**config.mk**
```make
export PLATFORM = sky130hd
export DESIGN_NAME = lab_queue
export DESIGN_NICKNAME = d
export VERILOG_FILES = /design/src/hw/rtl/lab_queue.sv
export SDC_FILE = /design/constraint.sdc
export NUM_CORES = 1
export LEC_CHECK = 0
export ABC_AREA = 1
export BUFFER_PORTS_ARGS = -buffer_cell sky130_fd_sc_hd__buf_2
export CAP_MARGIN = 25
export CORE_MARGIN = 2
export CORE_UTILIZATION = 25
export CTS_CLUSTER_DIAMETER = 80
export DETAILED_ROUTE_END_ITERATION = 16
export PLACE_DENSITY = 0.47
export SYNTH_ARGS = -nofsm -noshare
export SYNTH_HDL_FRONTEND = slang
export SYNTH_SLANG_ARGS = --single-unit
```
**constraint.sdc**
```tcl
create_clock -name clk -period 3.35 [get_ports clk]
set_input_delay 0.5025 -clock clk [delete_from_list [all_inputs] [get_ports clk]]
set_output_delay 0.5025 -clock clk [all_outputs]
set_load 0.01 [all_outputs]
```
**src/hw/rtl/lab_queue.sv**
```systemverilog
// ----------------------------------------------------------------------------
// lab_queue: two-entry queue between front and back
// Plain register FIFO so either side can stall without holding the other.
// ----------------------------------------------------------------------------
module lab_queue #(
  parameter int WIDTH = 8
) (
  input  logic             clk,
  input  logic             rst,
  input  logic             wr_valid,
  output logic             wr_ready,
  input  logic [WIDTH-1:0] wr_data,
  output logic             rd_valid,
  input  logic             rd_ready,
  output logic [WIDTH-1:0] rd_data
);

  logic [WIDTH-1:0] mem [2];
  logic             wr_ptr, rd_ptr;
  logic [1:0]       count;
  logic             push, pop;

  assign wr_ready = count != 2'd2;
  assign rd_valid = count != 2'd0;
  assign rd_data  = mem[rd_ptr];
  assign push     = wr_valid & wr_ready;
  assign pop      = rd_valid & rd_ready;

  always_ff @(posedge clk) begin
    if (push) begin
      mem[wr_ptr] <= wr_data;
    end
  end

  always_ff @(posedge clk) begin
    if (rst) begin
      wr_ptr <= 1'b0;
      rd_ptr <= 1'b0;
      count  <= 2'd0;
    end else begin
      if (push) wr_ptr <= ~wr_ptr;
      if (pop)  rd_ptr <= ~rd_ptr;
      count <= count + 2'(push) - 2'(pop);
    end
  end

endmodule

```
# Word-level counts from Yosys, hierarchy flattened
# Memories as Yosys holds them, arrays and structs flattened. A register that Yosys moved wholly into a read port is not among the register bits.
# Index checks and enable logic that the tools add are counted.
# W data, S select, Z words.
# classes
n_reduce_logical	1
mux	4
bitwise_logic	4
add_sub_neg	2
eq_ne	1
# ops
cell	count
$mux W1	4
$add A2 B1 Y2	1
$and A1 B1 Y1	2
$ne A2 B2 Y1 const B	1
$not A1 Y1	2
$reduce_bool A2 Y1	1
$sub A2 B1 Y2	1
# totals
inputBits	12
mem_count	1
reg_bits	4
elab_cells	16
ram_bits	16
output_inout_bits	10
# mem_list
name	words	width	read_ports	rd_clocked_by_memory_dff	wr	line	source
mem	2	8	1	1	1	18	logic [WIDTH-1:0] mem [2];

# Logic depth before layout (Yosys ltp)
# Gate-level depths: netlist of run 1.
# depth
depth_word	4
ltp_mapped	11
depth_no_buf	11

# Worst setup path after synthesis of run 1
# No wires, ideal clock.
# synth_timing
path_type	input to register
from	in rd_ready
to	reg count[1]
t_arrival_ps	1343
t_required_ps	3235
slack_ps	1892
path_stages	9
setup_time_ps	115
n_path_buf	0
cell_sequence	inv_1 -> nor2_4 -> ha_1 -> inv_1 -> ha_1 -> inv_1 -> nand2_1 -> a21oi_1 -> nor2_1
# synth_between
elab_chain_cells	2
# synth_rtl
element	line	source
from (decl)	14	input logic rd_ready,
$and A1 B1 Y1	27	assign pop = rd_valid & rd_ready;
net pop	21	logic push, pop;
$sub A2 B1 Y2	43	count <= count + 2'(push) - 2'(pop);
to (signal assigned)	43	
to (decl)	20	logic [1:0] count;
# The timed path passes the listed nets, and every way through them passes these cells.
# A chain may end at the register's enable or synchronous reset.

==> metrics.cfg, run 1 <==
[place]
portBuffers=21
place_congestion=0.766
detailed_place.area_sq_um=1030
place_hpwl_um=985

[clock_network]
cts.repair_timing.setup_buffer_count=0
tritoncts.num_buffers=3
cts_hold_buffers=0
cts.path.max_buffers=2
cts_resized=0
clock_sinks=21
cts.reportedPaths.clkPinSlew_ps=120
tritoncts_clock_tree=done
cts-root-buf=clkbuf_4
ctsHtreeMaxLevel=1
clk-insertion-delay-late_ps=300

[timing]
final.min_clock_period_ps=1960
setup_viol=0
max_slew_margin_pct=47.2
worst_slew_pin_slew_ps=789
skew_ps=3.46
totalNegativeSetupSlack_ps=0
unrepaired_setup_endpoints_after_global_routing=no
finalHoldViolations=0
tcrit_tclk_final_pct=58.4
fmax_ghz=0.511
timing_max_transition_violations_final=0

[logic_synthesis]
synth_top_area_cell=edfxtp_1
synth_enable_flop_cells=16
synth-seq-area-share_pct=66.3
postSynth.topFlopCell=edfxtp_1
netlist.area_leader.share_pct=54.9
yosys_register_bits=21
synth.area.top_cells=edfxtp_1 55%, mux2_4 14%, dfxtp_1 11%, inv_1 3.4%, nor2_1 3.0%
synthMostInstantiatedCell=edfxtp_1
yosys-top-cells-count=16 x edfxtp_1, 8 x inv_1, 8 x mux2_4
postSynthNetCount=76
synth_top_family_by_area=multiplexers
synth-async-reset-ratio_pct=0
synthesis.instances=62
synth_adder_area_share_pct=2.86
total_number_of_yosys_warnings=0
synthMuxAreaShare_pct=13.7
synth_area_sq_um=876
yosysUniqueCellTypes=14
average_footprint_of_a_synthesized_cell_sq_um=14.1
synth_simple_gate_area_share_pct=11.3
synth-compound-area-share_pct=1.14
synthXorXnorAreaFrac_pct=0

[setup_path]
cp.arrival_ps=1450
worst-endpoint-required_ps=2850
crit_type=register to output pin
maximum_fanout_along_the_worst_path=8
timing.rr.start=count[0]
critPathCaptureType=output pin
timing.critical_path.from_type=register

[finish]
post-route-cell-area_sq_um=1050
n_fill_cell=374
final_core_util_pct=31.4
drive_gt1_share_pct=44.2
antenna-diode-count=0
syn_to_final_growth_pct=20.4
final_nets=101

[min_path]
timing.hold.worst.class=input port to register
worst_hold_startpoint=rst

[outcome]
run_status=complete, no violations

[power_and_ir_drop]
power-per-cell-area_nw_per_um2=701
ir_drop_uv=310
total_power_mw=0.739
p_leak_nw=0.452

[floorplanning]
core.rowCount=21
core_area_sq_um=3360
ioPinCount=22
initial_standard_cell_utilization_of_the_core_pct=26.0
die_height_um=63.2
die_width_um=63.2
design.die.area_sq_um=3990

[global_routing]
antenna_found_initial=0
grt_pass1_vias=477
grt_first_pass_wirelength_mm=2.10
grt_remaining_overflow=0
grt.total_usage_pct=7.10
maximum_number_of_pins_on_one_net_before_global_route_repair=13

[flow_run]
maxCapViolations=0

[detailed_routing]
initialDrtViolationCount=16
count_of_unresolved_drc_violations_after_routing=0
via_count=498
detail_route.first_pass.iterations=4
wirelength_mm=1.34
antenna_violating_nets_post_route=0
vias_per_cell=3.77
wire_per_inst_um=10.2

-- worst max-delay path, stage by stage, from the launching register on --
cell     delay (ps)
dfxtp_1         670
mux2_4          340
buf_2           140
-- sequential cells by signal, summed over array words and instances, names as in the netlist, named ones only --
signal	count
rd_ptr	1
wr_ptr	1
count	2
mem	16
-- per-stage QoR --
step                      worst slack [ps]  hold slack (ps)  std cells
after floorplan                       1890              467         62
final                                 1390              350        132
after CTS                             1340              334        132
after global placement                1680              496        128
after global routing                  1300              343        132
after detailed placement              1650              495        128
-- cell type report --
cell class | instances | area, sq um | area share, %
flip-flops and latches | 21 | 581 | 55.0
multi-input cells | 32 | 254 | 24.1
repair buffers | 21 | 105 | 9.96
well taps | 46 | 57.6 | 5.46
inverters | 8 | 30.0 | 2.85
clock buffers | 3 | 22.5 | 2.14
clock inverters | 1 | 5.00 | 0.474
-- power by group --
part	internal (mW)	total (mW)	switching (mW)
clock network	0.0445	0.122	0.0776
registers	0.334	0.372	0.0384
logic	0.120	0.245	0.125
total	0.498	0.739	0.241
-- placed cells by master (no fill, tap or decap) --
| master | instances |
|---|---|
| inv_1 | 8 |
| buf_2 | 21 |
| a21oi_1 | 2 |
| nor2_4 | 1 |
| nand3_2 | 1 |
| nand2_2 | 2 |
| ha_1 | 2 |
| dfxtp_1 | 5 |
| nor2_1 | 7 |
| nand3_1 | 2 |
| mux2_4 | 8 |
| clkinv_2 | 1 |
| nor2_2 | 1 |
| nand2_1 | 6 |
| edfxtp_1 | 16 |
| clkbuf_4 | 3 |
-- logic make-up after synthesis --
family                   count (synthesis)
flip-flops                              21
AND/OR/NAND/NOR                         20
buffers and inverters                    9
multiplexers                             8
AO/OA/AOI/OAI                            2
adder cells (fa/ha/maj)                  2
-- worst paths after layout --
kind / endpoint / slack [ps] / cells after the start
max: rd_data[7] / 1390 / 2
min: count[0] / 350 / 2
max reg2reg: mem[0][4] / 1740 / 4
min reg2reg: register / 520 / 2
-- routing by layer --
layer | share of wire, % | global-route usage, % | up-vias
met3 | 6.5 | 3.21 | 0
met1 | 47 | 8.98 | 222
met5 | 0 | 0 | -
met2 | 46 | 11.2 | 18
met4 | 0 | 1.63 | 0
li1 | - | - | 258
Power figures use the tool's default switching activity.
==> run 2, diff against run 1 <==
--- a/config.mk
+++ b/config.mk
@@ -5,7 +5,7 @@
 export SDC_FILE = /design/constraint.sdc
 export NUM_CORES = 1
 export LEC_CHECK = 0
-export ABC_AREA = 1
+export ABC_AREA = 0
 export BUFFER_PORTS_ARGS = -buffer_cell sky130_fd_sc_hd__buf_2
 export CAP_MARGIN = 25
 export CORE_MARGIN = 2
==> constraint.sdc (replaced) <==
create_clock -name clk -period 1.9 [get_ports clk]
set_input_delay 0.285 -clock clk [delete_from_list [all_inputs] [get_ports clk]]
set_output_delay 0.285 -clock clk [all_outputs]
set_load 0.01 [all_outputs]
==> metrics.cfg, run 2 <==
[floorplanning]
design.die.area_sq_um=3730
die_width_um=61.0
core_area_sq_um=3080
ioPinCount=22
initial_standard_cell_utilization_of_the_core_pct=26.4
die_height_um=61.0
core.rowCount=20

[detailed_routing]
antenna_violating_nets_post_route=0
wirelength_mm=1.22
count_of_unresolved_drc_violations_after_routing=0
vias_per_cell=3.70
initialDrtViolationCount=8
detail_route.first_pass.iterations=4
via_count=437
wire_per_inst_um=10.3

[setup_path]
timing.rr.start=count[1]
worst_r2r_endpoint=count[1]
critPathCaptureType=output pin
worst-endpoint-required_ps=1620
setup.worst_path.end=rd_data[5]
timing.critical_path.from_type=register
maximum_fanout_along_the_worst_path=8
cp.arrival_ps=1380
ff2ff_path_depth=7
flop_to_flop_setup_slack_ps=360
crit_type=register to output pin

[timing]
totalNegativeSetupSlack_ps=0
unrepaired_setup_endpoints_after_global_routing=no
final.min_clock_period_ps=1660
timing_max_transition_violations_final=0
skew_ps=0.722
tcrit_tclk_final_pct=87.6
setup_viol=0
finalHoldViolations=0
max_slew_margin_pct=74.1
worst_slew_pin_slew_ps=388
fmax_ghz=0.601

[finish]
layout_top_registers=mem x16, count x2
drive_gt1_share_pct=40.5
largest_reg_flops=16
layoutNonFillerInstCount=118
n_fill_cell=310
largest_register=mem
syn_to_final_growth_pct=23.4
final_core_util_pct=32.6
final_nets=89
mostFrequentLayoutCell=buf_2
antenna-diode-count=0
layout_common_cells=21 x buf_2, 16 x edfxtp_1, 8 x mux2_1, 5 x nor2_1, 5 x dfxtp_1

[global_routing]
grt_remaining_overflow=0
maximum_number_of_pins_on_one_net_before_global_route_repair=13
antenna_found_initial=0
grt_pass1_vias=449
grt.total_usage_pct=7.39
grt_first_pass_wirelength_mm=1.95

[flow_run]
maxCapViolations=0

[logic_synthesis]
postSynth.topFlopCell=edfxtp_1
synth-async-reset-ratio_pct=0
yosys_register_bits=21
synth-seq-area-share_pct=71.4
total_number_of_yosys_warnings=0
synthesis.instances=49
yosys-top-cells-count=16 x edfxtp_1, 8 x mux2_1, 5 x dfxtp_1, 5 x nor2_1
synth.area.top_cells=edfxtp_1 59%, dfxtp_1 12%, mux2_1 11%, ha_1 3.1%, nor2_1 2.3%
synth_area_sq_um=813
netlist.area_leader.share_pct=59.1
synth_top_area_cell=edfxtp_1
synth_enable_flop_cells=16
yosysUniqueCellTypes=16
postSynthNetCount=63
synthMostInstantiatedCell=edfxtp_1
average_footprint_of_a_synthesized_cell_sq_um=16.6

[place]
place_hpwl_um=895
place_congestion=0.616
portBuffers=21
placed_cells=114

[clock_network]
cts.reportedPaths.clkPinSlew_ps=110
clock_sinks=21
cts.path.max_buffers=2
cts.repair_timing.setup_buffer_count=0
ctsHtreeMaxLevel=1
tritoncts.num_buffers=3
clk-insertion-delay-late_ps=290
cts_hold_buffers=0
tritoncts_clock_tree=done
cts-root-buf=clkbuf_4
cts_resized=0

[power_and_ir_drop]
power-per-cell-area_nw_per_um2=1190
ir_drop_uv=525
p_leak_nw=0.401

[min_path]
worst_hold_startpoint=wr_data[6]
timing.hold.worst.class=input port to register
whs_path_depth=1

[outcome]
run_status=complete, no violations

run 2: power by group:
group | switching, mW | total (mW) | internal [mW]
registers | 0.0546 | 0.638 | 0.584
clock network | 0.125 | 0.203 | 0.0783
logic | 0.168 | 0.351 | 0.183
run 2: logic make-up (layout without fill, tap and decap cells):
kind of cell,count (synthesis),count (layout),synth area share (%)
DFF,21,21,71.4
muxes,9,9,12.9
buffers and inverters,2,27,1.08
adders and majority gates,2,2,3.08
xor gates and xnor gates,3,3,3.23
and+or+nand+nor,11,11,7.23
AOI/OAI and AO/OA,1,1,1.08
run 2: final cells by class:
| type | count | area (sq um) | area share (%) |
|---|---|---|---|
| Timing Repair Buffer | 22 | 113 | 11.2 |
| Clock inverter | 1 | 5.00 | 0.499 |
| Clock buffer | 3 | 22.5 | 2.24 |
| Multi-Input combinational cell | 26 | 224 | 22.3 |
| Tap cell | 44 | 55.1 | 5.49 |
| Sequential cell | 21 | 581 | 57.9 |
| Inverter | 1 | 3.75 | 0.374 |
run 2: per-stage QoR:
step	hold WS [ps]	cell area, sq um	power, mW	worst slack, ps
floorplan	357	813	0.880	419
global placement	475	976	1.01	355
detailed placement	478	976	1.01	360
CTS	155	1000	1.22	182
global route	143	1000	1.29	134
finish	172	1000	1.19	236
run 2: worst max-delay path: stages (launching register included):
cell     delay (ps)
dfxtp_1         570
mux2_1          370
buf_2           140
run 2: per-layer routing:
metal	global-route usage (%)	vias to the layer above	part of all wire, %
li1	-	225	-
met1	9.76	198	48
met2	10.8	14	44
met3	4.41	0	7.4
met4	0.932	0	0
met5	0	-	0
run 2: how the worst min path moves through the flow:
stage,to,slack (ps)
floorplan,count[0],360
global placement,mem[0][6],480
detailed placement,mem[1][3],480
CTS,mem[0][6],150
global route,mem[0][6],140
finish,mem[0][6],170
