[config.mk]
export PLATFORM = sky130hd
export DESIGN_NAME = lab_front_flat
export DESIGN_NICKNAME = d
export VERILOG_FILES = /design/src/hw/rtl/lab_pkg.sv /design/src/hw/rtl/lab_if.sv /design/src/hw/rtl/lab_front.sv /design/src/flat_wrapper.sv
export SDC_FILE = /design/constraint.sdc
export NUM_CORES = 1
export LEC_CHECK = 0
export BUFFER_PORTS_ARGS = -buffer_cell sky130_fd_sc_hd__buf_2
export CORE_ASPECT_RATIO = 0.9
export CORE_MARGIN = 2
export CORE_UTILIZATION = 55
export DETAILED_ROUTE_END_ITERATION = 10
export GPL_TIMING_DRIVEN = 0
export PLACE_DENSITY_LB_ADDON = 0.2
export SYNTH_ARGS = -nofsm -noshare
export SYNTH_HDL_FRONTEND = slang
export SYNTH_SLANG_ARGS = --single-unit
export TNS_END_PERCENT = 5
[constraint.sdc]
create_clock -name clk -period 29.9 [get_ports clk]
set_input_delay 5.98 -clock clk [delete_from_list [all_inputs] [get_ports clk]]
set_output_delay 5.98 -clock clk [all_outputs]
set_load 0.01 [all_outputs]
[src/hw/rtl/lab_pkg.sv]
// ----------------------------------------------------------------------------
// lab_pkg: shared types and constants of the look-at basis block
// Status codes, register indexes and the fixed widths of the unit-vector path.
// ----------------------------------------------------------------------------
package lab_pkg;

  typedef enum logic [2:0] {
    ST_WRITTEN    = 3'd0,
    ST_UNCHANGED  = 3'd1,
    ST_NO_TARGET  = 3'd2,
    ST_ZERO_FWD   = 3'd3,
    ST_ZERO_RIGHT = 3'd4
  } status_t;

  localparam int CFG_IDX_W = 2;

  typedef enum logic [CFG_IDX_W-1:0] {
    REG_OFFSET_X = 2'd0,
    REG_OFFSET_Y = 2'd1,
    REG_OFFSET_Z = 2'd2
  } cfg_reg_t;

  localparam int STATUS_W = 3;
  localparam int UNIT_W   = 16;  // Q1.14 output words
  localparam int NORM_W   = 30;  // normalised magnitude, top bit at 2^29
  localparam int SQ_W     = 64;  // root datapath
  localparam int REM_W    = 48;  // divider remainder
  localparam int UP_W     = 34;  // up-vector product before rounding

endpackage

[src/hw/rtl/lab_if.sv]
// ----------------------------------------------------------------------------
// lab_if: channel interfaces of the look-at basis block
// Input item, result item and register write channels, valid/ready handshake.
// ----------------------------------------------------------------------------
interface lab_in_if #(
  parameter int CW = 32,
  parameter int IW = 16
) ();
  logic                 valid;
  logic                 ready;
  logic                 target_present;
  logic [IW-1:0]        target_id;
  logic signed [CW-1:0] target_x;
  logic signed [CW-1:0] target_y;
  logic signed [CW-1:0] target_z;
  logic [CW-2:0]        target_width;
  logic [CW-2:0]        target_height;
  logic signed [CW-1:0] eye_x;
  logic signed [CW-1:0] eye_y;
  logic signed [CW-1:0] eye_z;

  modport source (output valid, target_present, target_id, target_x, target_y, target_z,
                  target_width, target_height, eye_x, eye_y, eye_z, input ready);
  modport sink (input valid, target_present, target_id, target_x, target_y, target_z,
                target_width, target_height, eye_x, eye_y, eye_z, output ready);
endinterface


interface lab_cfg_if #(
  parameter int CW = 32
) ();
  logic          valid;
  logic          ready;
  logic [1:0]    index;
  logic [CW-1:0] data;

  modport source (output valid, index, data, input ready);
  modport sink (input valid, index, data, output ready);
endinterface

[src/hw/rtl/lab_front.sv]
// ----------------------------------------------------------------------------
// lab_front: accept, key check and forward vector
// Holds the offsets and the last key, forms the doubled forward vector and
// classifies the transaction before it is queued.
// ----------------------------------------------------------------------------
module lab_front #(
  parameter int CW = 32,
  parameter int IW = 16,
  parameter int DW = CW + 4
) (
  input  logic                                clk,
  input  logic                                rst,
  lab_cfg_if.sink                             cfg,
  lab_in_if.sink                              item,
  output logic                                q_valid,
  input  logic                                q_ready,
  output logic [lab_pkg::STATUS_W+3*DW-1:0]   q_data
);
  import lab_pkg::*;

  logic signed [CW-1:0] off_x, off_y, off_z;
  logic                 key_valid;
  logic [IW-1:0]        last_id;
  logic [CW-1:0]        last_tx, last_ty, last_tz, last_ex, last_ey, last_ez;
  logic [CW-2:0]        last_w, last_h;

  logic                 same_key;
  logic                 accept;
  logic signed [DW-1:0] dx, dy, dz;
  status_t              status;

  assign cfg.ready  = 1'b1;
  assign item.ready = q_ready;
  assign q_valid    = item.valid;
  assign accept     = item.valid & q_ready;

  assign same_key = key_valid && item.target_id == last_id &&
                    item.target_x == last_tx && item.target_y == last_ty &&
                    item.target_z == last_tz && item.target_width == last_w &&
                    item.target_height == last_h && item.eye_x == last_ex &&
                    item.eye_y == last_ey && item.eye_z == last_ez;

  // forward at twice the scale keeps the half size exact
  always_comb begin
    dx = (DW'(item.target_x) <<< 1) + $signed(DW'(item.target_width))
       + (DW'(off_x) <<< 1) - (DW'(item.eye_x) <<< 1);
    dy = (DW'(item.target_y) <<< 1) + $signed(DW'(item.target_height))
       + (DW'(off_y) <<< 1) - (DW'(item.eye_y) <<< 1);
    dz = (DW'(off_z) <<< 1) - (DW'(item.eye_z) <<< 1);
    if (!item.target_present) begin
      status = ST_NO_TARGET;
    end else if (same_key) begin
      status = ST_UNCHANGED;
    end else if (dx == '0 && dy == '0 && dz == '0) begin
      status = ST_ZERO_FWD;
    end else if (dx == '0 && dz == '0) begin
      status = ST_ZERO_RIGHT;
    end else begin
      status = ST_WRITTEN;
    end
  end

  assign q_data = {status, dx, dy, dz};

  always_ff @(posedge clk) begin
    if (rst) begin
      off_x     <= '0;
      off_y     <= '0;
      off_z     <= '0;
      key_valid <= 1'b0;
      last_id   <= '0;
      last_tx   <= '0;
      last_ty   <= '0;
      last_tz   <= '0;
      last_w    <= '0;
      last_h    <= '0;
      last_ex   <= '0;
      last_ey   <= '0;
      last_ez   <= '0;
    end else begin
      if (cfg.valid) begin
        case (cfg.index)
          REG_OFFSET_X: off_x <= cfg.data;
          REG_OFFSET_Y: off_y <= cfg.data;
          REG_OFFSET_Z: off_z <= cfg.data;
          default: ;
        endcase
        if (cfg.index inside {REG_OFFSET_X, REG_OFFSET_Y, REG_OFFSET_Z}) begin
          key_valid <= 1'b0;
        end
      end
      if (accept && item.target_present && !same_key) begin
        key_valid <= 1'b1;
        last_id   <= item.target_id;
        last_tx   <= item.target_x;
        last_ty   <= item.target_y;
        last_tz   <= item.target_z;
        last_w    <= item.target_width;
        last_h    <= item.target_height;
        last_ex   <= item.eye_x;
        last_ey   <= item.eye_y;
        last_ez   <= item.eye_z;
      end
    end
  end

endmodule

[src/flat_wrapper.sv]
// flat-port wrapper written by rule: the top's interface ports become plain ports
module lab_front_flat import lab_pkg::*;
#(
  parameter int CW = 32,
  parameter int IW = 16,
  parameter int DW = CW + 4
)
  (clk, rst, q_valid, q_ready, q_data, cfg_valid, cfg_index, cfg_data, cfg_ready, item_valid, item_target_present, item_target_id, item_target_x, item_target_y, item_target_z, item_target_width, item_target_height, item_eye_x, item_eye_y, item_eye_z, item_ready);
  lab_cfg_if #(.CW(CW)) cfg_i ();
  lab_in_if #(.CW(CW), .IW(IW)) item_i ();
  input  logic clk;
  input  logic rst;
  output logic q_valid;
  input  logic q_ready;
  output logic [lab_pkg::STATUS_W+3*DW-1:0] q_data;
  input wire logic [$bits(cfg_i.valid)-1:0] cfg_valid;
  input wire logic [$bits(cfg_i.index)-1:0] cfg_index;
  input wire logic [$bits(cfg_i.data)-1:0] cfg_data;
  output wire logic [$bits(cfg_i.ready)-1:0] cfg_ready;
  input wire logic [$bits(item_i.valid)-1:0] item_valid;
  input wire logic [$bits(item_i.target_present)-1:0] item_target_present;
  input wire logic [$bits(item_i.target_id)-1:0] item_target_id;
  input wire logic [$bits(item_i.target_x)-1:0] item_target_x;
  input wire logic [$bits(item_i.target_y)-1:0] item_target_y;
  input wire logic [$bits(item_i.target_z)-1:0] item_target_z;
  input wire logic [$bits(item_i.target_width)-1:0] item_target_width;
  input wire logic [$bits(item_i.target_height)-1:0] item_target_height;
  input wire logic [$bits(item_i.eye_x)-1:0] item_eye_x;
  input wire logic [$bits(item_i.eye_y)-1:0] item_eye_y;
  input wire logic [$bits(item_i.eye_z)-1:0] item_eye_z;
  output wire logic [$bits(item_i.ready)-1:0] item_ready;
  assign cfg_i.valid = cfg_valid;
  assign cfg_i.index = cfg_index;
  assign cfg_i.data = cfg_data;
  assign cfg_ready = cfg_i.ready;
  assign item_i.valid = item_valid;
  assign item_i.target_present = item_target_present;
  assign item_i.target_id = item_target_id;
  assign item_i.target_x = item_target_x;
  assign item_i.target_y = item_target_y;
  assign item_i.target_z = item_target_z;
  assign item_i.target_width = item_target_width;
  assign item_i.target_height = item_target_height;
  assign item_i.eye_x = item_eye_x;
  assign item_i.eye_y = item_eye_y;
  assign item_i.eye_z = item_eye_z;
  assign item_ready = item_i.ready;
  lab_front #(.CW(CW), .IW(IW), .DW(DW)) u_core (.clk(clk), .rst(rst), .cfg(cfg_i), .item(item_i), .q_valid(q_valid), .q_ready(q_ready), .q_data(q_data));
endmodule
## Word level (Yosys, flattened, before mapping)

Cells that the tools add are included.

| word-level totals | value |
|---|---|
| output and inout port bits | 114 |
| word-level logic and storage cells | 65 |
| flip-flop bits (word level) | 367 |
| input port bits | 310 |

| operators by class | value |
|---|---|
| muxes and demuxes | 7 |
| reductions and logical operators | 26 |
| eq/ne operators | 11 |
| bitwise operators | 1 |
| add/subtract/negate cells | 7 |

Operator list:

| kind | count |
|---|---|
| $eq 32x32->1 | 6 |
| $logic_not 36->1 | 3 |
| $sub 36x33->36 | 2 |
| $add 34x33->35 | 2 |
| $add 33x32->34 | 2 |
| $eq 31x31->1 | 2 |
| $sub 33x33->34 | 1 |
| $eq 16x16->1 | 1 |
| $logic_and 1x1->1 | 14 |
| $mux 3 | 4 |
| $reduce_and 2->1 | 4 |
| $reduce_bool 2->1 | 2 |
| $mux 1 | 3 |
| $reduce_bool 3->1 | 1 |
| $eq 2x1->1 const B | 1 |
| $eq 2x2->1 const B | 1 |
| $logic_not 2->1 | 1 |
| $and 1x1->1 | 1 |
| $logic_not 1->1 | 1 |

## Depth between registers and ports, before layout

Gate-level depths: netlist (run 1).

| depth | value |
|---|---|
| word-level depth | 14 |
| gate-level depth with buffers | 32 |

## Worst setup path after synthesis (run 1)

No wires, ideal clock.

| timing | value |
|---|---|
| path type | input-to-output |
| start point | input item_target_width[2] |
| end point | output q_data[108] (netlist bit) |
| setup slack | 12.091 ns |
| data arrival time | 11.829 ns |
| data required time | 23.920 ns |
| stages on the path | 30 |
| buffers on the path | 1 |
| path through | inv_1 fa_1 inv_1 ha_1 inv_1 fa_1 nor2b_1 o21ai_0 a21boi_0 o21ai_0 a21oi_1 or3_1 a31o_2 a21oi_1 nor2_1 nor2_1 o21bai_1 xor2_1 ha_1 clkbuf_1 nand4_1 nor3_1 o21ai_0 a21oi_1 o2111ai_1 or4_1 or4_1 nor4_2 nand4_1 a21boi_1 |

| on the way | value |
|---|---|
| cells in the longest elaborated chain, start to end | 9 |

RTL lines:

| item | line | RTL |
|---|---|---|
| start, declared | flat_wrapper.sv:26 | `input wire logic [$bits(item_i.target_width)-1:0] item_target_width;` |
| $add 33x32->34 | lab_front.sv:45 | `dx = (DW'(item.target_x) <<< 1) + $signed(DW'(item.target_width))` |
| $add 34x33->35 | lab_front.sv:46 | `+ (DW'(off_x) <<< 1) - (DW'(item.eye_x) <<< 1);` |
| $sub 36x33->36 | lab_front.sv:46 |  |
| $logic_not 36->1 | lab_front.sv:54 | `end else if (dx == '0 && dy == '0 && dz == '0) begin` |
| $logic_and 1x1->1 (2 in a row) | lab_front.sv:54 |  |
| $mux 3 | lab_front.sv:54 |  |
| $mux 3 * | lab_front.sv:52 | `end else if (same_key) begin` |
| $mux 3 * | lab_front.sv:50 | `if (!item.target_present) begin` |
| end, declared | flat_wrapper.sv:15 | `output logic [lab_pkg::STATUS_W+3*DW-1:0] q_data;` |

Every way passes the cells marked *; elsewhere a longest branch is shown, timed or not.

## Worst setup path in the final report (run 1)

Same ends and word-level chain as after synthesis.

==> results of run 1 <==
[state kept, by name, indices dropped and copies added, names as in the netlist]
register          cells
u_core.last_id       16
u_core.last_ey       32
u_core.off_x         32
u_core.last_ez       32
u_core.off_z         32
u_core.last_ty       32
u_core.last_ex       32
u_core.key_valid      1
u_core.off_y         32
u_core.last_h        31
u_core.last_tz       32
u_core.last_w        31
u_core.last_tx       32
[per-layer routing]
layer	track usage [%]	vias to the layer above	part of all wire [%]	wire length (µm)
met3	16.1	287	14	17300
met2	68.9	1838	40	48900
met4	21.3	12	5.4	6510
met5	0	-	0.063	76
met1	63.0	13059	40	48500
li1	-	12292	-	-
[logic make-up (layout without fill, tap and decap cells)]
logic type / after synthesis / count (layout)
simple gates: 978 / 978
compound gates: 725 / 725
buf+inv: 410 / 897
flops: 367 / 367
mux: 274 / 274
xor+xnor: 250 / 250
fa+ha+maj: 233 / 233
other cells: 2 / 12
[through the flow]
stage	setup WS [ns]	area [µm²]	utilization, %	hold WS, ns
floorplan	12.09	26500	-	0.436
global placement	9.87	29400	61.5	0.444
detailed placement	9.84	29400	61.5	0.450
CTS	9.81	30600	64.1	0.456
global route	9.06	30600	64.1	0.475
finish	9.66	30600	64.1	0.458
[power by group through the flow]
stage               registers, W  clock network, W  logic [W]
floorplan               0.000525                 0   0.000543
global placement        0.000531                 0   0.000828
detailed placement      0.000532                 0   0.000828
CTS                     0.000521          0.000487   0.000833
global route            0.000523          0.000507   0.000923
finish                  0.000523          0.000492   0.000854
[synthesized netlist by cell type (42+ instances only)]
library cell / number / area [µm²]
sky130_fd_sc_hd__nor2_1: 377 / 1420
sky130_fd_sc_hd__dfxtp_1: 367 / 7350
sky130_fd_sc_hd__nand2_1: 302 / 1130
sky130_fd_sc_hd__inv_1: 280 / 1050
sky130_fd_sc_hd__mux2i_1: 273 / 2730
sky130_fd_sc_hd__a21oi_1: 240 / 1200
sky130_fd_sc_hd__ha_1: 168 / 2100
sky130_fd_sc_hd__xnor2_1: 133 / 1160
sky130_fd_sc_hd__xor2_1: 117 / 1020
sky130_fd_sc_hd__clkbuf_1: 89 / 334
sky130_fd_sc_hd__o21ai_0: 88 / 440
sky130_fd_sc_hd__fa_1: 65 / 1300
sky130_fd_sc_hd__a21o_1: 57 / 428
sky130_fd_sc_hd__nand4_1: 55 / 344
sky130_fd_sc_hd__o22ai_1: 50 / 313
sky130_fd_sc_hd__a221oi_1: 46 / 403
sky130_fd_sc_hd__nor4_1: 45 / 282
sky130_fd_sc_hd__nand3_1: 42 / 210
[cell type report]
class                   count  area, µm²
diodes                     10       25.0
plain buffers             130        541
clock buffers              47       1000
clock inverters            20        229
fillers                  4414      17100
inverters                 280       1050
multi-input cells        2462      17500
flip-flops and latches    367       7350
well taps                 624        781
repair buffers            420       2100
[worst max path at each step]
| stage | from | to | slack, ns | depth (start not counted) |
|---|---|---|---|---|
| 3_5_place_dp | item_target_width[2] | q_data[108] | 9.84 | 32 |
| 2_1_floorplan | item_target_width[2] | q_data[108] | 12.09 | 30 |
| 6_report | item_target_width[2] | q_data[108] | 9.66 | 32 |
| 3_3_place_gp | item_target_width[2] | q_data[108] | 9.87 | 32 |
| 4_1_cts | item_target_width[2] | q_data[108] | 9.81 | 32 |
| 5_1_grt | item_target_width[2] | q_data[108] | 9.06 | 32 |
[worst min-delay path, stage by stage, from the launching register on]
cell and delay, ns:
sky130_fd_sc_hd__dfxtp_1 0.31, sky130_fd_sc_hd__nand2_1 0.05, sky130_fd_sc_hd__a21oi_1 0.05
[cells in the final DEF, fill, tap and decap left out, types with 38 or more instances in the layout]
cell type / instances
sky130_fd_sc_hd__a21o_1: 57
sky130_fd_sc_hd__o22ai_1: 50
sky130_fd_sc_hd__nor4_1: 45
sky130_fd_sc_hd__buf_2: 423
sky130_fd_sc_hd__ha_1: 168
sky130_fd_sc_hd__mux2i_1: 273
sky130_fd_sc_hd__nand3_1: 42
sky130_fd_sc_hd__clkbuf_1: 96
sky130_fd_sc_hd__nand2_1: 302
sky130_fd_sc_hd__a221oi_1: 46
sky130_fd_sc_hd__fa_1: 65
sky130_fd_sc_hd__xnor2_1: 133
sky130_fd_sc_hd__dfxtp_1: 367
sky130_fd_sc_hd__o21ai_0: 88
sky130_fd_sc_hd__inv_1: 280
sky130_fd_sc_hd__nand4_1: 55
sky130_fd_sc_hd__a21oi_1: 240
sky130_fd_sc_hd__nor2_1: 377
sky130_fd_sc_hd__xor2_1: 117
sky130_fd_sc_hd__clkbuf_16: 38
==> metrics list, run 1 <==
- The final-report max-slew violation count is 0.
* Detailed-placement wirelength estimate: 102,000 µm
- Clock period minus worst slack: 20.24 ns
- Average wire per standard cell: 27.8 µm
- Area growth from synthesis to layout: 15.6%
- Worst-margin pin slew: 1.33 ns
* Total number of vias: 27.5k
* Number of top-level pins: 424
- The largest single stage delay on the critical path is 0.99 ns.
- Data arrives at the worst endpoint at 14.26 ns.
* Headroom to the max-slew limit: 11.4%
- Buffers and inverters on the worst path: 6
- The cell count after synthesis came out at 3,239.
- The most used flip-flop cell after synthesis is sky130_fd_sc_hd__dfxtp_1.
- Of the total synthesized cell area, the portion taken by full adders, half adders and majority gates is 12.9%.
- Clock buffer depth: 3
- Maximum number of pins on one net before global-route repair: 16
- Simple-gate area share of the yosys netlist: 16.7%
* Netlist cell types: 84
* Final setup violation count: 0
- Total power for the finished layout comes to 0.00187 W.
* Proportion of synthesized area in mux cells: 10.4%
- Initial antenna violation count: 13
- Of the synthesized area, sequential elements account for 27.8%.
- Post-Place Cells: 4,283
- Wires add up to 121,000 µm.
- Clock-pin slew was measured on the worst setup and hold paths at 0.06 ns.
- DR vias/cell: 6.30
- Summing the areas of all compound-gate instances in the mapped netlist gives 18.0% of the synthesized area.
- For the final database, setup skew stands at 0.0224 ns.
* Launch point of the worst hold path: u_core.off_z[7]
- Count of hold buffers inserted by post-cts repair: 0
* Number of nets produced by synthesis: 3,782
* Die outline height: 212 µm
* Post_cts resized: 0
- TritonRoute pass-1 iters: 9
- Sequential share of power: 28.0%
- Final net count: 4,242
* Total Die Area: 0.0499 mm²
* Required time of the critical path: 23.92 ns
- Vias in the first global route: 24.8k
- In this run the static leakage power is 13.3 nW.
- Critical path endpoint category: output port
- Along the worst path, the maximum fanout reaches 10.
- The worst hold path was traced through 2 stages.
- Root buffer cell: sky130_fd_sc_hd__clkbuf_16
* Clk sinks: 367
* Power density of the placed cells: 61.1 mW/mm²
- The worst register-to-register path has a depth of 15.
* Async set or reset register ratio after synthesis: 0%
- Derived from the worst setup path, the maximum achievable clock frequency is 49.4 MHz.
- After layout, the worst path uses 67.7% of the clock period.
- Register-to-register path setup slack: 24.04 ns
- For this design the total switching power over the nets is 0.000764 W.
- Of the cells placed in the final design, the portion with a size suffix greater than 1 is 14.0%.
- Total core area: 0.0477 mm²
* Reported max-cap violation count: 0
- H-Tree Depth: 2
* Crit-path leading delay family: simple AND/OR/NAND/NOR gates
- Post CTS Setup Buffer Count: 0
- TritonCTS built the clock tree.
* Fin Setup TNS: 0 ns
* Width of the die: 235 µm
* DRC violations left: 0
* Clock latency of the later-clocked register in the worst-skew pair: 0.56 ns
* Main combinational cell family by area after synthesis: compound AO/OA/AOI/OAI gates
* Kind of start point of the critical path: primary input
- A synthesized cell averages 8.17 µm².
* First-pass GRT wire length: 169,000 µm
- Internal portion of total power: 0.00111 W
- Initial cell density of the core: 55.5%
* Post-synth EDFFs: 0
- Yosys warns: 0
* Switching share of power: 40.8%
- Overflow left after global routing: 0
- Setup repair after global routing left no endpoint under its margin.
- For this run, the number of standard cells in the final layout without fillers is 4,360.
* Final count of hold timing violations: 0
- The worst register-to-register path ends at u_core.last_ey[3].
- Last weighted congestion value of the routability-driven placer: 1.07
- Launch instance of the worst register-to-register path: u_core.last_h[27]
- Slowest cell on the critical path: sky130_fd_sc_hd__nor4_2
* Number of clock buffers inserted by TritonCTS: 38
* Gr usage total: 47.2%
* Row cnt: 76
* Worst IR drop on VDD: 0.0625 mV
- In this run the remaining antenna-violating nets after routing total 0.
* Number of port buffers: 420
* Parity-gate share of the synthesized area counting xor and xnor cells: 8.27%
* Clock network fraction of design power: 26.3%
- Proportion of power drawn by combinational gates: 45.7%
- Drt first-iter violations: 3,671
- Hold WC Path Type: reg -> reg
* Number of synthesized register bits: 367
* Worst hold path endpoint: u_core.off_z[7]
* Area of the mapped netlist: 0.0265 mm²
- The run finished with clean final reports.
* Path type of the worst setup path: in -> out
Power figures use the tool's default switching activity.
==> inputs of run 2 (changes only) <==
Settings changed: CORE_UTILIZATION 55 to 53.
Clock period 29.9 ns to 17.35 ns, I/O delays scaled along.
==> metrics list, run 2 (same netlist as run 1, synthesis figures left out) <==
* Worst flop-to-flop path endpoint: u_core.last_ey[30] (was u_core.last_ey[3])
- Remaining antenna violation count: 0 (unchanged)
- The die span in y is 216 µm (was 212 µm).
* Clock latency of the later-clocked register in the worst-skew pair: 0.55 ns (was 0.56 ns)
* Highest net fanout along the worst path: 10 (unchanged)
- Number of port buffers: 420 (unchanged)
- Fin Setup TNS: 0 ns (unchanged)
- The data required time at the worst endpoint came to 13.88 ns (was 23.92 ns).
* Final setup violation count: 0 (unchanged)
- The category of the most critical setup path was in -> out (unchanged).
* Detailed-placement wirelength estimate: 103,000 µm (was 102,000 µm)
- The highest-delay cell along the critical path was sky130_fd_sc_hd__nor4_2 (unchanged).
- The maximum clock insertion buffer count came to 3 (unchanged).
* Total core area: 0.0492 mm² (was 0.0477 mm²)
* DRC violations left: 0 (unchanged)
* Highest cell delay on the worst timing path: 0.95 ns (was 0.99 ns)
* Count of hold buffers inserted by post-cts repair: 0 (unchanged)
* Reported max-cap violation count: 3 (was 0)
- Kind of start point of the critical path: primary input (unchanged)
- The CTS tree is built (unchanged).
- Most used cell, CP: sky130_fd_sc_hd__inv_1
- The relative contribution of sequential cells to total power came to 27.3% (was 28.0%).
- Width of the die: 240 µm (was 235 µm)
- Initial cell density of the core: 53.8% (was 55.5%)
* Post CTS Setup Buffer Count: 0 (unchanged)
* Violations in the final reports: max-capacitance violations, max-slew violations
* Setup repair after global routing missed its margin: no (unchanged)
- The reg-to-reg critical path startpoint was u_core.last_ex[19] (was u_core.last_h[27]).
* Beginning of the critical path: item_target_x[1] (was item_target_width[2])
- Number of clock buffers inserted by TritonCTS: 38 (unchanged)
- Clock network fraction of design power: 27.0% (was 26.3%)
- Area growth from synthesis to layout: 16.1% (was 15.6%)
- Worst Hold Slack: 0.465 ns (was 0.458 ns)
- The routed wirelength normalized by instance count was 28.0 µm (was 27.8 µm).
- The reported leakage power came to 13.3 nW (about the same).
- The total power came to 0.00330 W (was 0.00187 W).
- The routed wire length was 123,000 µm (was 121,000 µm).
- Arrival time at the worst endpoint: 11.89 ns (was 14.26 ns)
- Power density of the placed cells: 107 mW/mm² (was 61.1 mW/mm²)
* Total Die Area: 0.0518 mm² (was 0.0499 mm²)
- Gr usage total: 46.1% (was 47.2%)
* Clock period minus worst slack: 15.36 ns
- Capture point of the worst path: q_data[108] (unchanged)
- Register-to-register path setup slack: 11.51 ns (was 24.04 ns)
- TritonRoute pass-1 iters: 6 (was 9)
- Internal portion of total power: 0.00195 W (was 0.00111 W)
* DR vias/cell: 6.23 (was 6.30)
- Worst IR drop on VDD: 0.0809 mV (was 0.0625 mV)
- Most common library cell in the layout ignoring fill and taps: sky130_fd_sc_hd__buf_2 (unchanged)
- The maximum number of pins on one net before global-route repair came to 15 (was 16).
* Total placed instance area: 0.0294 mm² (about the same)
- The worst min-delay path class is reg -> reg (unchanged).
- The violation count after the first detailed-routing iteration is 3,846 (was 3,671).
- Outcome: complete, but fails checks (was complete, no violations)
- The part of the total power dissipated in combinational logic is 45.7% (about the same).
* Total number of vias: 27.4k (was 27.5k)
- The fraction of power spent switching nets came to 40.8% (about the same).
* Critical path endpoint category: output port (unchanged)
- Overflow left after global routing: 0 (unchanged)
- The initial antenna violation count is 7 (was 13).
- The first-pass GRT wire length was 169,000 µm (about the same).
* Core Util, Final: 62.4% (was 64.1%)
- Number of top-level pins: 424 (unchanged)
- The worst relative slew slack came to -2.05% (was 11.4%).
* Vias in the first global route: 24.5k (was 24.8k)
* Post-route standard cell area excluding fillers: 0.0307 mm² (was 0.0306 mm²)
* Clk sinks: 367 (unchanged)
- Root buffer cell: sky130_fd_sc_hd__clkbuf_16 (unchanged)
- The total of cells resized after clock tree synthesis came to 0 (unchanged).
- Final count of hold timing violations: 0 (unchanged)
- Clock edge transition at the registers on the reported setup and hold paths: 0.06 ns (about the same)
- Dividing the final minimum period by the clock period gives 88.5%.
* Last weighted congestion value of the routability-driven placer: 1.07 (about the same)
* Number of max-slew violations in the final report: 12 (was 0)
* Commonest cells after routing, fill and taps aside: sky130_fd_sc_hd__buf_2, sky130_fd_sc_hd__nor2_1, sky130_fd_sc_hd__dfxtp_1 (unchanged)
- H-Tree Depth: 2 (unchanged)
- Fin Clk Skew: 0.0233 ns (was 0.0224 ns)
- The post-layout net count came to 4,242 (unchanged).
- Peak clock frequency supported by timing: 65.1 MHz
- The number of cells traversed by the worst register-to-register path came to 14 (was 15).
* Switching power of the nets: 0.00134 W (was 0.000764 W)
* Row cnt: 77 (was 76)
- The transition time at the pin with the least slew margin came to 1.53 ns (was 1.33 ns).
* Ratio of cells with drive above 1 in the final layout: 14.0% (about the same)
## run 2: cell count changes in the layout (fill, tap and decap cells not counted)
cell,change
sky130_fd_sc_hd__clkbuf_8,+1
sky130_fd_sc_hd__buf_1,-1
sky130_fd_sc_hd__clkinv_2,-4
sky130_fd_sc_hd__bufinv_16,+3
sky130_fd_sc_hd__inv_6,-1
sky130_fd_sc_hd__diode_2,-5
sky130_fd_sc_hd__clkinv_4,-1
sky130_fd_sc_hd__buf_2,+1
## run 2: worst min path at each step
stage | startpoint | endpoint | slack [ns] | cells after the start
2_1_floorplan | u_core.off_x[1] | u_core.off_x[1] | 0.44 | 2
3_3_place_gp | u_core.off_x[1] | u_core.off_x[1] | 0.44 | 2
3_5_place_dp | u_core.off_z[30] | u_core.off_z[30] | 0.45 | 2
4_1_cts | u_core.off_z[30] | u_core.off_z[30] | 0.46 | 2
5_1_grt | u_core.off_z[23] | u_core.off_z[23] | 0.48 | 2
6_report | u_core.off_z[30] | u_core.off_z[30] | 0.46 | 2
## run 2: cell type report
type | instances | area [µm²]
clock inverter | 17 | 282
fill | 4723 | 18500
sequential | 367 | 7350
inverter | 280 | 1050
multi-input combinational | 2462 | 17500
timing repair buffer | 420 | 2100
clock buffer | 48 | 1020
antenna | 5 | 12.5
tap | 671 | 840
buffer | 130 | 542
## run 2: stage by stage
step,instances,setup WS (ns)
2_1_floorplan,3239,4.56
3_3_place_gp,4330,2.42
3_5_place_dp,4330,2.35
4_1_cts,4395,2.34
5_1_grt,4396,1.69
6_report,4400,1.99
## run 2: routing by layer
metal	vias to the layer above	track usage, %	share of wire, %
li1	12284	-	-
met1	13048	64.3	41
met2	1827	64.8	40
met3	266	15.5	15
met4	2	18.7	5.0
met5	-	0	0.0073
## run 2: worst max-delay path, delay by kind of cell
| kind | cells | cell delay [ns] |
|---|---|---|
| simple gates | 11 | 3.47 |
| compound gates | 10 | 2.35 |
| fa+ha+maj | 4 | 1.24 |
| buf+inv | 7 | 1.19 |
| xor+xnor | 1 | 0.15 |
## run 2: power by group through the flow
stage | registers, W | logic, W | clock network, W
floorplan | 0.000904 | 0.000935 | 0
global route | 0.000900 | 0.00162 | 0.000915
global placement | 0.000915 | 0.00145 | 0
detailed placement | 0.000916 | 0.00145 | 0
finish | 0.000900 | 0.00151 | 0.000891
CTS | 0.000897 | 0.00146 | 0.000882
